### src/rtl/mtf_pkg.sv
package mtf_pkg;

  localparam int CfgW      = 11;
  localparam int ThrW      = 16;
  localparam int PixInW    = 16;
  localparam int RowW      = 11;
  localparam int OutPosW   = 20;
  localparam int TotalW    = 21;
  localparam int MaxHeight = 1024;
  localparam int MinDim    = 3;

  localparam int QueueDepth = 4;
  localparam int QPtrW      = $clog2(QueueDepth);
  localparam int QCntW      = QPtrW + 1;

  localparam int ApbAddrW = 4;
  localparam int ApbDataW = 32;

  localparam logic [1:0] RegFrameWidth  = 2'd0;
  localparam logic [1:0] RegFrameHeight = 2'd1;
  localparam logic [1:0] RegThreshold   = 2'd2;
  localparam logic [1:0] RegMaxValue    = 2'd3;

  typedef enum logic {
    OpPixel = 1'b0,
    OpDrain = 1'b1
  } op_e;

  typedef struct packed {
    logic is_pix;
    logic emit;
    logic interior;
    logic last;
  } mtf_ctl_t;

  typedef struct packed {
    logic [CfgW-1:0]   w_eff;
    logic [CfgW-1:0]   h_eff;
    logic [TotalW-1:0] total;
    logic [ThrW-1:0]   threshold;
    logic [ThrW-1:0]   max_value;
  } mtf_cfg_t;

endpackage

### src/rtl/mtf_queue.sv
module mtf_queue #(
  parameter int DataW = 1
) (
  input  logic             clk_i,
  input  logic             rst_ni,
  input  logic             push_i,
  input  logic [DataW-1:0] data_i,
  input  logic             pop_i,
  output logic [DataW-1:0] data_o,
  output logic             valid_o,
  output logic             full_o
);
  import mtf_pkg::*;

  logic [DataW-1:0] mem_q [QueueDepth];
  logic [QPtrW-1:0] wr_ptr_q, wr_ptr_d;
  logic [QPtrW-1:0] rd_ptr_q, rd_ptr_d;
  logic [QCntW-1:0] count_q, count_d;

  assign data_o  = mem_q[rd_ptr_q];
  assign valid_o = (count_q != '0);
  assign full_o  = (count_q == QCntW'(QueueDepth));

  always_comb begin
    wr_ptr_d = push_i ? wr_ptr_q + QPtrW'(1) : wr_ptr_q;
    rd_ptr_d = pop_i ? rd_ptr_q + QPtrW'(1) : rd_ptr_q;
    count_d  = count_q + QCntW'(push_i) - QCntW'(pop_i);
  end

  always_ff @(posedge clk_i or negedge rst_ni) begin
    if (!rst_ni) begin
      wr_ptr_q <= '0;
      rd_ptr_q <= '0;
      count_q  <= '0;
    end else begin
      wr_ptr_q <= wr_ptr_d;
      rd_ptr_q <= rd_ptr_d;
      count_q  <= count_d;
    end
  end

  always_ff @(posedge clk_i) begin
    if (push_i) begin
      mem_q[wr_ptr_q] <= data_i;
    end
  end

endmodule

### config.mk
export PLATFORM = sky130hd
export DESIGN_NAME = mtf_queue
export DESIGN_NICKNAME = d
export VERILOG_FILES = /design/src/rtl/mtf_pkg.sv /design/src/rtl/mtf_queue.sv
export SDC_FILE = /design/constraint.sdc
export NUM_CORES = 1
export LEC_CHECK = 0
export BUFFER_PORTS_ARGS = -buffer_cell sky130_fd_sc_hd__buf_2
export CAP_MARGIN = 25
export CORE_MARGIN = 2
export CORE_UTILIZATION = 35
export CTS_CLUSTER_DIAMETER = 30
export DETAILED_ROUTE_END_ITERATION = 8
export GPL_ROUTABILITY_DRIVEN = 0
export GPL_TIMING_DRIVEN = 0
export PLACE_DENSITY_LB_ADDON = 0.08
export SLEW_MARGIN = 40
export SYNTH_ARGS = -nofsm -noshare
export SYNTH_HDL_FRONTEND = slang
export SYNTH_SLANG_ARGS = --single-unit
export TNS_END_PERCENT = 1
### constraint.sdc
create_clock -name clk_i -period 3.45 [get_ports clk_i]
set_input_delay 0.1725 -clock clk_i [delete_from_list [all_inputs] [get_ports clk_i]]
set_output_delay 0.1725 -clock clk_i [all_outputs]
set_load 0.005 [all_outputs]
==> results.md <==
- Pin count of the biggest net entering global routing: 9
- Achievable frequency: a little over 600 MHz
- Yosys reg bits: 11
- Area delta synth->final: 17.3%
- Clock Skews: 2.85 ps
- Root Driver: clkbuf_4
- Dpl ws: about 1800 ps
- IO Pins: 8
- Layout cells sized above 1: between 20% and 30%
- IR drop worst, VDD: roughly 0.00031 V
- R2R depth: 7
- Ys Warns: 0
- Commonest non-fill, non-tap cells in the layout: 7 x dfrtp_1, 7 x buf_2, 6 x inv_1, 6 x ha_1
- DR DRC count: 0
- Core area: about 0.0015 mm2
- I/O Buffers: 7
- Fin crit period: about 1600 ps
- Lkg Pwr: about 0.00029 uW
- Hold Fails Final Rpt: 0
- Synth cell types: 13
- Hold path cells: 1
- Clk sinks: 11
- Post-synthesis sequential area ratio: 55.8%
- Clock latency at the later pin of the worst-skew pair: ~260 ps
- First-pass GRT wire length: about 1.4 mm
- Critical Path Max Stage Delay: 370 ps
- Post-DP HPWL: ~600 um
- Num CTS Buffers: 3
- Critical path arrival: around 1800 ps
- Nets: between 60 and 70
- Top layer in use: met4
- Synth Area in XOR/XNOR: around 8.3%
- M1 wire length: approximately 320 um
- Status: completed
- Pwr Density: between 700 and 800 mW/mm2
- Compound-cell area share of the yosys netlist: less than 1%
- Initial antenna violation count: 0
- Synth Area in Simple Gates: under 10%
- Drt initial violations: 2
- RSZ-0062 raised after global routing: false
- Post-CTS Setup Bufs: 0
- Worst Path Max Fanout: 2
- Final setup violation count: 0
- Post-Synth Adder-Cell Area: 18.0%
- Worst-path cell chain: inv_1, ha_1, inv_1, ha_1, fa_1, xnor2_1, xnor2_1
- CTS Hold Bufs: 1
- Antenna Violating Nets Remaining: 0
- WS Path Type: register to register
- Number of global-route vias before repair: ~310
- Tcrit/Tclk final: between 40% and 50%
- Initial core utilization: between 30% and 40%
- Met3 routed WL: 32 um
- Max H-tree Level: 1
- Final Cell Area: around 620 um2
- CP max stage cell: fa_1
- Max-slew headroom: 89.0%
- # rows: 14
- DRT Pass-1 Iters: 2
- Number of gates resized after CTS: 0
- Final Slew Violations: 0
- Chip Width: about 43 um
- Cell Area, Synth: between 500 and 600 um2
- Multiplexer share of the synthesized area: between 4 and 5%
- Cells after synthesis: 39
- Area after DPL: ~580 um2
- Type of origin of the critical path: register
- Mean post-synth cell area: between 10 and 15 um2
- Chip Height: 42.9 um
- Worst Max-Slew Pin Slew: 164 ps
- Max cap viols: 0
- Final WS setup: around 1800 ps
- Wirelength, routed: 719 um
- HP Class: input port to register
- CTS tree: yes
- Met2 WL post-DR: between 300 and 400 um
- Clock tree buffer depth: 2
- Worst path required time: around 3600 ps
- Avg WL per Cell: approximately 11 um
- Ant diodes: 0
- FF/Latch Area: a little under 300 um2
- Post-synth net total: about 50
- Total gr overflow: 0
- Largest family of logic cells by synthesized area: adder cells
- FILL cells: ~140
- Via Count: ~300
- Worst Setup End Kind: register
- Via density: around 4.4
- GRT Overall Usage: 10.9%
- Clock-pin slew of the registers on the worst-case setup and hold paths: 70 ps
- Area of the multi-input gates: about 210 um2
- Post-route setup TNS: 0 ps
- Area of the die: 0.00184 mm2
[cell families (layout without fill, tap and decap cells)]
group | count (synthesis) | in the layout
xor gates and xnor gates | 5 | 5
DFF | 11 | 11
muxes | 1 | 1
AOI/OAI and AO/OA | 1 | 1
and+or+nand+nor | 8 | 8
buffers and inverters | 6 | 18
adders and majority gates | 7 | 7
[worst max-delay path, delay by kind of cell (launching register included)]
kind	cells	cell delay [ps]
xor gates and xnor gates	2	310
adders and majority gates	3	820
buffers and inverters	2	90
DFF	1	340
[registers in the layout (all words and copies together) (netlist names)]
| register | count |
|---|---|
| wr_ptr_q | 2 |
| rd_ptr_q | 2 |
| mem_q | 4 |
| count_q | 3 |
[report_power, final]
group / switching (uW) / internal (uW)
Combinational: 78.1 / 93.9
Clock: 38.9 / 44.6
Sequential: 38.4 / 190
Total: 155 / 329
[final cells by class]
type                    instances  share of cell area (%)
clock buffers                   4                    4.23
inverters                       6                    3.63
multi-input cells              22                    34.1
flip-flops and latches         11                    47.6
well taps                      16                    3.23
repair buffers                  8                    7.26
[stage by stage]
stage / util [%] / total power [uW] / hold slack [ps] / std cells
2_1_floorplan: - / 354 / -123 / 39
3_3_place_gp: 40.2 / 394 / 11.5 / 62
3_5_place_dp: 40.2 / 407 / 18.9 / 62
4_1_cts: 42.7 / 496 / 112 / 67
5_1_grt: 42.7 / 535 / 120 / 67
6_report: 42.7 / 484 / 125 / 67
[cell usage after synthesis (all sizes together)]
library cell	number	area, um2
o21ai	1	5.00
inv	6	22.5
nand2	2	7.51
xnor2	3	26.3
dfrtp	7	175
fa	1	20.0
xor2	2	17.5
and2	4	25.0
edfxtp	4	120
mux4	1	22.5
or3	1	6.26
ha	6	75.1
and3	1	6.26
[path summary, 6_finish.rpt]
check | start | endpoint | slack (ps)
worst max-delay path | count_q[0] | count_q[2] | 1820
worst min-delay path | data_i | mem_q[1] | 120
worst max register to register | count_q[0] | count_q[2] | 1820
worst min register to register | rd_ptr_q[1] | rd_ptr_q[1] | 490
max in group asynchronous | rst_ni | rd_ptr_q[0] | 3020
min in group asynchronous | rst_ni | count_q[2] | 270
[routing by layer]
layer,up-vias,GRT usage (%)
met5,-,0
met3,2,4.26
met4,0,9.38
met2,5,16.1
li1,150,-
met1,139,12.1
Note: power is estimated with default switching activity, not from simulation.
