$ cat src/rtl/mtf_pkg.sv
package mtf_pkg;

  localparam int CfgW      = 11;
  localparam int ThrW      = 16;
  localparam int PixInW    = 16;
  localparam int RowW      = 11;
  localparam int OutPosW   = 20;
  localparam int TotalW    = 21;
  localparam int MaxHeight = 1024;
  localparam int MinDim    = 3;

  localparam int QueueDepth = 4;
  localparam int QPtrW      = $clog2(QueueDepth);
  localparam int QCntW      = QPtrW + 1;

  localparam int ApbAddrW = 4;
  localparam int ApbDataW = 32;

  localparam logic [1:0] RegFrameWidth  = 2'd0;
  localparam logic [1:0] RegFrameHeight = 2'd1;
  localparam logic [1:0] RegThreshold   = 2'd2;
  localparam logic [1:0] RegMaxValue    = 2'd3;

  typedef enum logic {
    OpPixel = 1'b0,
    OpDrain = 1'b1
  } op_e;

  typedef struct packed {
    logic is_pix;
    logic emit;
    logic interior;
    logic last;
  } mtf_ctl_t;

  typedef struct packed {
    logic [CfgW-1:0]   w_eff;
    logic [CfgW-1:0]   h_eff;
    logic [TotalW-1:0] total;
    logic [ThrW-1:0]   threshold;
    logic [ThrW-1:0]   max_value;
  } mtf_cfg_t;

endpackage

$ cat src/rtl/mtf_front.sv
module mtf_front #(
  parameter int MAX_WIDTH = 1024
) (
  input  logic                           clk_i,
  input  logic                           rst_ni,
  input  logic                           in_valid_i,
  output logic                           in_ready_o,
  input  logic                           operation_i,
  input  logic [mtf_pkg::PixInW-1:0]     pixel_i,
  input  mtf_pkg::mtf_cfg_t              cfg_i,
  input  logic                           q_full_i,
  output logic                           push_o,
  output mtf_pkg::mtf_ctl_t              ctl_o,
  output logic [$clog2(MAX_WIDTH)-1:0]   col_o,
  output logic [mtf_pkg::PixInW-1:0]     px_o
);
  import mtf_pkg::*;

  localparam int ColW = $clog2(MAX_WIDTH);
  localparam int CntW = (ColW + 1 > CfgW) ? ColW + 1 : CfgW;

  logic [ColW-1:0]    in_col_q, in_col_d;
  logic [RowW-1:0]    in_row_q, in_row_d;
  logic [OutPosW-1:0] out_pos_q, out_pos_d;
  logic               done_q, done_d;

  logic [CntW-1:0]   col_inc;
  logic              col_wrap;
  logic [RowW-1:0]   row_inc;
  logic [TotalW-1:0] pos_inc;
  logic              drain_last;
  logic              is_drain;
  logic              accept;
  logic              emit;
  logic              interior;

  assign in_ready_o = !q_full_i;
  assign accept     = in_valid_i && !q_full_i;
  assign col_o      = in_col_q;
  assign px_o       = pixel_i;

  always_comb begin
    col_inc    = CntW'(in_col_q) + CntW'(1);
    col_wrap   = (col_inc >= CntW'(cfg_i.w_eff));
    row_inc    = in_row_q + RowW'(1);
    pos_inc    = TotalW'(out_pos_q) + TotalW'(1);
    drain_last = (pos_inc >= cfg_i.total);
    is_drain   = (operation_i == OpDrain);
    emit       = (in_row_q >= RowW'(2)) || ((in_row_q == RowW'(1)) && (in_col_q >= ColW'(1)));
    interior   = (in_row_q >= RowW'(2)) && (in_col_q >= ColW'(2));
    push_o     = accept && (is_drain ? done_q : !done_q);

    ctl_o.is_pix   = !is_drain;
    ctl_o.emit     = is_drain || emit;
    ctl_o.interior = !is_drain && interior;
    ctl_o.last     = is_drain && drain_last;

    in_col_d  = in_col_q;
    in_row_d  = in_row_q;
    out_pos_d = out_pos_q;
    done_d    = done_q;

    if (push_o) begin
      if (is_drain) begin
        if (drain_last) begin
          in_col_d  = '0;
          in_row_d  = '0;
          out_pos_d = '0;
          done_d    = 1'b0;
        end else begin
          out_pos_d = out_pos_q + OutPosW'(1);
        end
      end else begin
        if (emit) begin
          out_pos_d = out_pos_q + OutPosW'(1);
        end
        if (col_wrap) begin
          in_col_d = '0;
          in_row_d = row_inc;
          if (row_inc >= cfg_i.h_eff) begin
            done_d = 1'b1;
          end
        end else begin
          in_col_d = col_inc[ColW-1:0];
        end
      end
    end
  end

  always_ff @(posedge clk_i or negedge rst_ni) begin
    if (!rst_ni) begin
      in_col_q  <= '0;
      in_row_q  <= '0;
      out_pos_q <= '0;
      done_q    <= 1'b0;
    end else begin
      in_col_q  <= in_col_d;
      in_row_q  <= in_row_d;
      out_pos_q <= out_pos_d;
      done_q    <= done_d;
    end
  end

endmodule

$ cat config.mk
export PLATFORM = sky130hd
export DESIGN_NAME = mtf_front
export DESIGN_NICKNAME = d
export VERILOG_FILES = /design/src/rtl/mtf_pkg.sv /design/src/rtl/mtf_front.sv
export SDC_FILE = /design/constraint.sdc
export NUM_CORES = 1
export LEC_CHECK = 0
export BUFFER_PORTS_ARGS = -buffer_cell sky130_fd_sc_hd__buf_2
export CAP_MARGIN = 5
export CORE_MARGIN = 4
export CORE_UTILIZATION = 40
export CTS_CLUSTER_SIZE = 16
export DETAILED_ROUTE_END_ITERATION = 16
export PLACE_DENSITY = 0.65
export SYNTH_ARGS = -nofsm -noshare
export SYNTH_HDL_FRONTEND = slang
export SYNTH_SLANG_ARGS = --single-unit
$ cat constraint.sdc
create_clock -name clk_i -period 3.8 [get_ports clk_i]
set_input_delay 0.38 -clock clk_i [delete_from_list [all_inputs] [get_ports clk_i]]
set_output_delay 0.38 -clock clk_i [all_outputs]
set_load 0.005 [all_outputs]
==> impl_metrics.ini, run 1 <==
[outcome]
outcome = finished clean

[sta]
final.min_clock_period_ns = 3.58
clock_skew_ns = 0.00754
final_max_slew_viol_count = 0
rsz0062_at_grt = false
whs_ns = 0.231
hold_violations = 0
setup_viol = 0
finalCritPeriodShare = 0.943
slew_headroom = 0.352
worstMarginPinSlew_ns = 0.972
timing.final.ws_setup_ns = 0.218
max_freq_mhz = 279
setup_tns_ns = 0

[global_routing]
grt_pass1_vias = 3214
grt_start_max_net_pins = 43
grtUsageTotal = 0.152
grt_pass1_wl_um = 14600
grt-ovfl-total = 0
antenna_found_initial = 0

[setup_path]
arrival_ns = 3.20
cp_num_buf_inv = 3
path_depth = 13
reg2reg_to = out_pos_q[2]
crit_path_end_kind = primary output
setup.worst_path.end = ctl_o[0]
cp.required_ns = 3.42
cpPeakStageDelay_ns = 0.43
ff2ff_setup_slack_ns = 0.35
crit_path_start_kind = flip-flop
r2r_cells = 15
worstReg2RegStart = out_pos_q[0]
crit_start = out_pos_q[0]
crit_chain = ha_1, inv_1, nor2_2, nand3_1, nor2_1, xnor2_1, inv_1, ha_1, and4_1, nand4_1, o22ai_1, o31a_1, buf_2
crit_family = simple AND/OR/NAND/NOR gates
criticalPathCategory = flip-flop to primary output
slowest_stage = dfrtp_2
path_max_fanout = 7

[worst_hold_path]
hold_class = primary input to async pin

[synth]
synth_area_um2 = 4020
syn_inst = 475
synth_edf_count = 0
synthFlopType = dfrtp_1
yosysWarnings = 0
postSynthAreaPerCell_um2 = 8.46
yosys.area.top_type = dfrtp_1
synth_cell_types = 62
synth_top_area_share = 0.262
ys_ff_latch = 42
synth-seq-area-share = 0.262
async_reset_ff_frac = 1.00
synth_nets = 622
ys_top_cells_by_area = dfrtp_1 (26%), ha_1 (16%), inv_1 (5.4%)

[route]
drt-vias-per-instance = 5.14
wl_per_cell_um = 13.5
first_iter_violations = 110
post-route-drc-count = 0
vias = 3352
ant_nets = 0
dr.pass1.iters = 4
finalWirelength_um = 8770

[die]
core-area_um2 = 9770
die_w_um = 108
die-area_um2 = 11700
io_pins = 128
initial_core_util = 0.411
die_h_um = 108
rows = 36

[power_and_ir_drop]
p_leak_nw = 2.22
ir_drop_mv = 0.195
p_per_area_nw_per_um2 = 385
total_power_mw = 1.71

[cts]
clk_pin_slew_ns = 0.08
numCtsBuffers = 5
cts_root_buf = clkbuf_8
htree_num_levels = 2
clkSinkCount = 42
clock_latency_ns = 0.29
clockBufferDepth = 2
tritoncts = yes

[run]
cap_violations = 0

[layout]
layout-drive-gt1-share = 0.208
final_cell_mix = buf_2 (63), inv_1 (58), ha_1 (51)
fin_area_um2 = 4440
final_common_cell = buf_2
nets = 667
area_growth_pct = 10.4
antenna_cells = 0

[placement]
postPlaceCellArea_um2 = 4350
dp_hpwl_um = 6990
place.gp.congestion = 0.845
pre_cts_slack_ns = 0.279
numPortBuffers = 63
cell families after synthesis:
logic type	after synthesis	share of synthesized area
flip-flops	42	0.262
multiplexers	8	0.0240
buffers and inverters	93	0.109
AO/OA/AOI/OAI	96	0.172
adder cells (fa/ha/maj)	51	0.159
XOR/XNOR	32	0.0697
AND/OR/NAND/NOR	153	0.205
through the flow:
stage / cells / util
after global routing: 652 / 0.454
after CTS: 652 / 0.454
after floorplan: 475 / -
final: 652 / 0.454
after global placement: 646 / 0.445
after detailed placement: 646 / 0.445
Yosys cell counts (3+ instances only):
master,number
o21ai_0,25
xnor2_1,21
inv_1,58
and2_1,3
ha_1,51
buf_4,18
a21o_2,3
o2bb2ai_1,10
nor2b_1,6
nand4_1,8
o21ai_1,3
buf_2,6
dfrtp_1,42
nor2_1,26
nor3_1,11
clkbuf_1,8
nand3_1,25
mux2_4,3
o21a_1,3
nand2_1,40
a21o_1,4
a22o_1,6
xor2_1,11
a21oi_1,21
mux2i_1,4
and3_1,9
or2_2,4
cell type report:
class,instances,area (µm²)
Sequential cell,42,1050
Tap cell,133,166
Inverter,59,221
Fill cell,981,5340
Multi-Input combinational cell,340,2530
Clock buffer,6,82.6
Timing Repair Buffer,72,383
routing by layer:
| layer | global-route usage | part of all wire |
|---|---|---|
| met1 | 0.190 | 0.46 |
| met2 | 0.269 | 0.48 |
| met3 | 0.0334 | 0.054 |
| met4 | 0.0316 | 0.0065 |
| met5 | 0 | 0 |
worst min-delay path by stage:
stage / startpoint / end / slack (ns)
floorplan: rst_ni / col_o[0] / 0.08
global placement: done_q / done_q / 0.50
detailed placement: done_q / done_q / 0.50
CTS: rst_ni / out_pos_q[0] / 0.28
global route: rst_ni / out_pos_q[2] / 0.32
finish: rst_ni / out_pos_q[2] / 0.23
where the power goes:
group          leakage (nW)  internal, mW  total, mW  switching (mW)
Clock                0.0431         0.140      0.287           0.146
Combinational          1.66         0.361      0.783           0.422
Sequential            0.515         0.519      0.640           0.121
repair_timing:
action,4_1_cts,5_1_grt
endpoints found under the setup margin,0,1
hold endpoints to repair,0,0
gates resized for setup,0,2
setup buffers,0,0
hold buffers,0,0
flip-flops by register name (all words and copies together), names as in the netlist:
register,cells
out_pos_q,20
col_o,10
in_row_q,11
done_q,1
worst reg2reg max path, cell delays in order, from the launching register on:
cell,delay [ns]
dfrtp_2,0.43
ha_1,0.24
inv_1,0.10
nor2_2,0.19
nand3_1,0.15
nor2_1,0.15
xnor2_1,0.16
inv_1,0.07
ha_1,0.29
and4_1,0.24
nand4_1,0.11
o22ai_1,0.14
o31a_1,0.37
buf_4,0.18
or4_1,0.46
o211ai_1,0.09
(Power assumes the default switching activity.)
==> run 2, diff against run 1 <==
--- a/config.mk
+++ b/config.mk
@@ -11,6 +11,7 @@
 export CORE_UTILIZATION = 40
 export CTS_CLUSTER_SIZE = 16
 export DETAILED_ROUTE_END_ITERATION = 16
+export MAX_ROUTING_LAYER = met4
 export PLACE_DENSITY = 0.65
 export SYNTH_ARGS = -nofsm -noshare
 export SYNTH_HDL_FRONTEND = slang
==> impl_metrics.ini, run 2 (synthesis results as in run 1) <==
[outcome]
outcome = finished clean

[global_routing]
top_usage_layer = met2
use_met3 = 0.0299
grt.met1_usage = 0.193
grt-ovfl-total = 0
grtUsageTotal = 0.156
grt_pass1_wl_um = 14600
antenna_found_initial = 0
grt_start_max_net_pins = 43
gr-usage-met2 = 0.269
grt_pass1_vias = 3208

[cts]
clk_pin_slew_ns = 0.08
htree_num_levels = 2
numCtsBuffers = 5
clock_latency_ns = 0.29
clkSinkCount = 42
clockBufferDepth = 2
tritoncts = yes
cts_root_buf = clkbuf_8

[layout]
nets = 667
largest_reg_flops = 20
area_growth_pct = 10.4
multi_input_area_um2 = 2530
final_util = 0.454
layout-drive-gt1-share = 0.208
final_cell_mix = buf_2 (63), inv_1 (58), ha_1 (51)
seqCellArea_um2 = 1050
final_common_cell = buf_2
fillerInstances = 981
top_register = out_pos_q
antenna_cells = 0

[route]
wl_per_cell_um = 13.4
post-route-drc-count = 0
vias = 3356
ant_nets = 0
first_iter_violations = 105
drt-vias-per-instance = 5.15
finalWirelength_um = 8750
dr.pass1.iters = 4

[sta]
finalCritPeriodShare = 0.942
timing.final.ws_setup_ns = 0.221
setup_tns_ns = 0
max_freq_mhz = 279
rsz0062_at_grt = false
hold_violations = 0
clock_skew_ns = 0.00728
final_max_slew_viol_count = 0
final.min_clock_period_ns = 3.58
slew_headroom = 0.352
setup_viol = 0
worstMarginPinSlew_ns = 0.972

[setup_path]
cpPeakStageDelay_ns = 0.43
crit_path_start_kind = flip-flop
crit_chain = ha_1, inv_1, nor2_2, nand3_1, nor2_1, xnor2_1, inv_1, ha_1, and4_1, nand4_4, a2111oi_4, o31a_1, buf_2
slowest_stage = dfrtp_2
path_max_fanout = 7
criticalPathCategory = flip-flop to primary output
cp.required_ns = 3.42
crit_path_end_kind = primary output
arrival_ns = 3.20

[die]
io_pins = 128
die_w_um = 108
core-area_um2 = 9770
initial_core_util = 0.411
rows = 36
die_h_um = 108
die-area_um2 = 11700

[power_and_ir_drop]
p_leak_nw = 2.22
ir_drop_mv = 0.196
total_power_mw = 1.71
p_per_area_nw_per_um2 = 385

[worst_hold_path]
hold_class = primary input to async pin

[placement]
place.gp.congestion = 0.858
dp_hpwl_um = 6990
pre_cts_slack_ns = 0.279
numPortBuffers = 63

[run]
cap_violations = 0
==> run 2: cell counts in the layout (fill, tap and decap cells not counted) <==
No cell type changed its count.
==> run 2: what timing repair did <==
item | 4_1_cts | 5_1_grt
resized for setup | 0 | 2
setup buffers | 0 | 0
endpoints found under the setup margin | 0 | 1
hold buffers | 0 | 0
==> run 2: final cells by class <==
cell class,instances,area share
clock buffers,6,0.0186
inverters,59,0.0499
multi-input cells,340,0.571
flip-flops and latches,42,0.237
well taps,133,0.0375
repair buffers,72,0.0863
==> run 2: worst max-delay path: cells and delay by family (launching register included) <==
family	cells	cell delay (ns)
XOR/XNOR	1	0.16
buffers and inverters	3	0.32
AND/OR/NAND/NOR	5	0.88
adder cells (fa/ha/maj)	2	0.53
AO/OA/AOI/OAI	2	0.57
flip-flops	1	0.43
==> run 2: stage by stage <==
stage	instance area, µm²	hold slack [ns]	std cells
global placement	4350	0.495	646
CTS	4430	0.278	652
finish	4440	0.231	652
global route	4440	0.322	652
floorplan	4020	0.0844	475
detailed placement	4350	0.501	646
==> run 2: report_power, final <==
| part | switching (mW) | internal [mW] |
|---|---|---|
| Sequential | 0.120 | 0.519 |
| Combinational | 0.422 | 0.361 |
| Clock | 0.146 | 0.140 |
| Total | 0.689 | 1.02 |
==> run 2: path summary, 6_finish.rpt <==
path	startpoint	to	slack, ns	cells past startpoint
min in group clk_i	operation_i	in_row_q[2]	0.48	2
hold reg to reg	done_q	done_q	0.52	1
setup / recovery	out_pos_q[0]	ctl_o[0]	0.22	13
hold / removal	rst_ni	out_pos_q[2]	0.23	1
setup reg to reg	out_pos_q[0]	out_pos_q[2]	0.36	15
max in group asynchronous	rst_ni	out_pos_q[0]	2.92	1
==> run 2: per-layer routing <==
| metal | part of all wire | wire, µm |
|---|---|---|
| met1 | 0.46 | 4010 |
| met2 | 0.48 | 4240 |
| met3 | 0.049 | 428 |
| met4 | 0.0078 | 68 |
| met5 | 0 | 0 |
==> run 3, diff against run 2 <==
--- a/config.mk
+++ b/config.mk
@@ -11,8 +11,10 @@
 export CORE_UTILIZATION = 40
 export CTS_CLUSTER_SIZE = 16
 export DETAILED_ROUTE_END_ITERATION = 16
+export GPL_ROUTABILITY_DRIVEN = 0
 export MAX_ROUTING_LAYER = met4
 export PLACE_DENSITY = 0.65
+export RECOVER_POWER = 100
 export SYNTH_ARGS = -nofsm -noshare
 export SYNTH_HDL_FRONTEND = slang
 export SYNTH_SLANG_ARGS = --single-unit
==> impl_metrics.ini, run 3 (synthesis results as in run 1) <==
[power_and_ir_drop]
clock_power_share = 0.170
pwr-share-comb = 0.451
ir_drop_mv = 0.184
p_switching_mw = 0.681
p_per_area_nw_per_um2 = 385
p_leak_nw = 2.16
p_int_mw = 1.00
swShare = 0.404
p_seq_frac = 0.379

[setup_path]
crit_path_end_kind = primary output
slowest_stage = dfrtp_2
criticalPathCategory = flip-flop to primary output
cpPeakStageDelay_ns = 0.43
arrival_ns = 3.16
path_max_fanout = 7
crit_chain = ha_1, inv_1, nor2_2, nand3_1, nor2_1, xnor2_1, inv_1, ha_1, and4_1, nand4_4, a2111oi_4, o31a_1, clkbuf_2
cp.required_ns = 3.42
ff2ff_setup_slack_ns = 0.32
crit_path_start_kind = flip-flop

[cts]
clkSinkCount = 42
cts_root_buf = clkbuf_8
tritoncts = yes
htree_num_levels = 2
numCtsBuffers = 5
clockBufferDepth = 2
clock_latency_ns = 0.29
clk_pin_slew_ns = 0.08
cts_setup_buffers = 0

[route]
post-route-drc-count = 0
dr.pass1.iters = 4
vias = 3335
wl_per_cell_um = 13.4
first_iter_violations = 122
finalWirelength_um = 8730
drt-vias-per-instance = 5.12
ant_nets = 0

[layout]
seqCellArea_um2 = 1050
antenna_cells = 0
nets = 667
layout-drive-gt1-share = 0.171
final_common_cell = inv_1
top_register = out_pos_q
multi_input_area_um2 = 2500
final_cell_mix = inv_1 (58), buf_2 (52), ha_1 (51)
largest_reg_flops = 20
fillerInstances = 997
area_growth_pct = 8.90

[sta]
max_freq_mhz = 282
setup_viol = 0
setup_tns_ns = 0
final_max_slew_viol_count = 43
hold_violations = 0
whs_ns = 0.517
final.min_clock_period_ns = 3.54
slew_headroom = -0.530
finalCritPeriodShare = 0.932
worstMarginPinSlew_ns = 2.30
clock_skew_ns = 0.00711
rsz0062_at_grt = false

[outcome]
violations = max-capacitance violations, max-slew violations
outcome = finished with violations

[die]
die-area_um2 = 11700
rows = 36
die_h_um = 108
initial_core_util = 0.411
core-area_um2 = 9770
io_pins = 128
die_w_um = 108

[worst_hold_path]
hold_class = flip-flop to flip-flop

[placement]
dp_hpwl_um = 6990
numPortBuffers = 63

[global_routing]
grtUsageTotal = 0.156
grt_start_max_net_pins = 43
grt_pass1_vias = 3208
antenna_found_initial = 0
grt-ovfl-total = 0
grt_pass1_wl_um = 14600

[run]
cap_violations = 1
-- run 3: cell count changes in the layout (fill, tap and decap cells not counted), sizes merged --
cell | previous run | this run
buf | 72 | 56
clkbuf | 6 | 22
-- run 3: worst paths after layout --
check / start / endpoint / depth (start not counted)
worst max-delay path: out_pos_q[0] / ctl_o[0] / 13
worst min-delay path: done_q / done_q / 1
worst max register to register: out_pos_q[6] / out_pos_q[2] / 13
worst min register to register: done_q / done_q / 1
max in group asynchronous: rst_ni / out_pos_q[0] / 1
min in group asynchronous: rst_ni / out_pos_q[0] / 1
-- run 3: worst max-delay path, delay by kind of cell (launching register included) --
family,cells,cell delay (ns)
compound gates,2,0.55
xor+xnor,1,0.15
flops,1,0.43
fa+ha+maj,2,0.53
buf+inv,3,0.33
simple gates,5,0.87
-- run 3: timing repair --
item / in CTS / in global routing
hold buffers: 0 / 0
endpoints found under the setup margin: 0 / 1
gates resized for setup: 0 / 2
-- run 3: cell type report --
class | count | area share
flip-flops and latches | 42 | 0.240
inverters | 59 | 0.0506
repair buffers | 72 | 0.0806
multi-input cells | 340 | 0.571
clock buffers | 6 | 0.0189
well taps | 133 | 0.0380
-- run 3: through the flow --
stage                      util  instance area, µm²  setup slack [ns]  power [mW]  instances
after floorplan               -                4020             0.655        1.22        475
after global placement    0.445                4350             0.299        1.39        646
after detailed placement  0.445                4350             0.279        1.43        646
after CTS                 0.454                4430            0.0952        1.73        652
after global routing      0.448                4380            0.0268        1.86        652
final                     0.448                4380             0.257        1.68        652
-- run 3: routing by layer --
metal	global-route usage	routed length, µm
met3	0.0299	439
met5	-	0
met2	0.269	4220
met4	0.0316	65
met1	0.193	4000
-- run 3: power by group through the flow --
| stage | sequential [mW] | clock, mW | combinational (mW) |
|---|---|---|---|
| after floorplan | 0.604 | 0 | 0.620 |
| after global placement | 0.643 | 0 | 0.748 |
| after detailed placement | 0.645 | 0 | 0.788 |
| after CTS | 0.636 | 0.297 | 0.793 |
| after global routing | 0.656 | 0.317 | 0.883 |
| final | 0.639 | 0.286 | 0.759 |
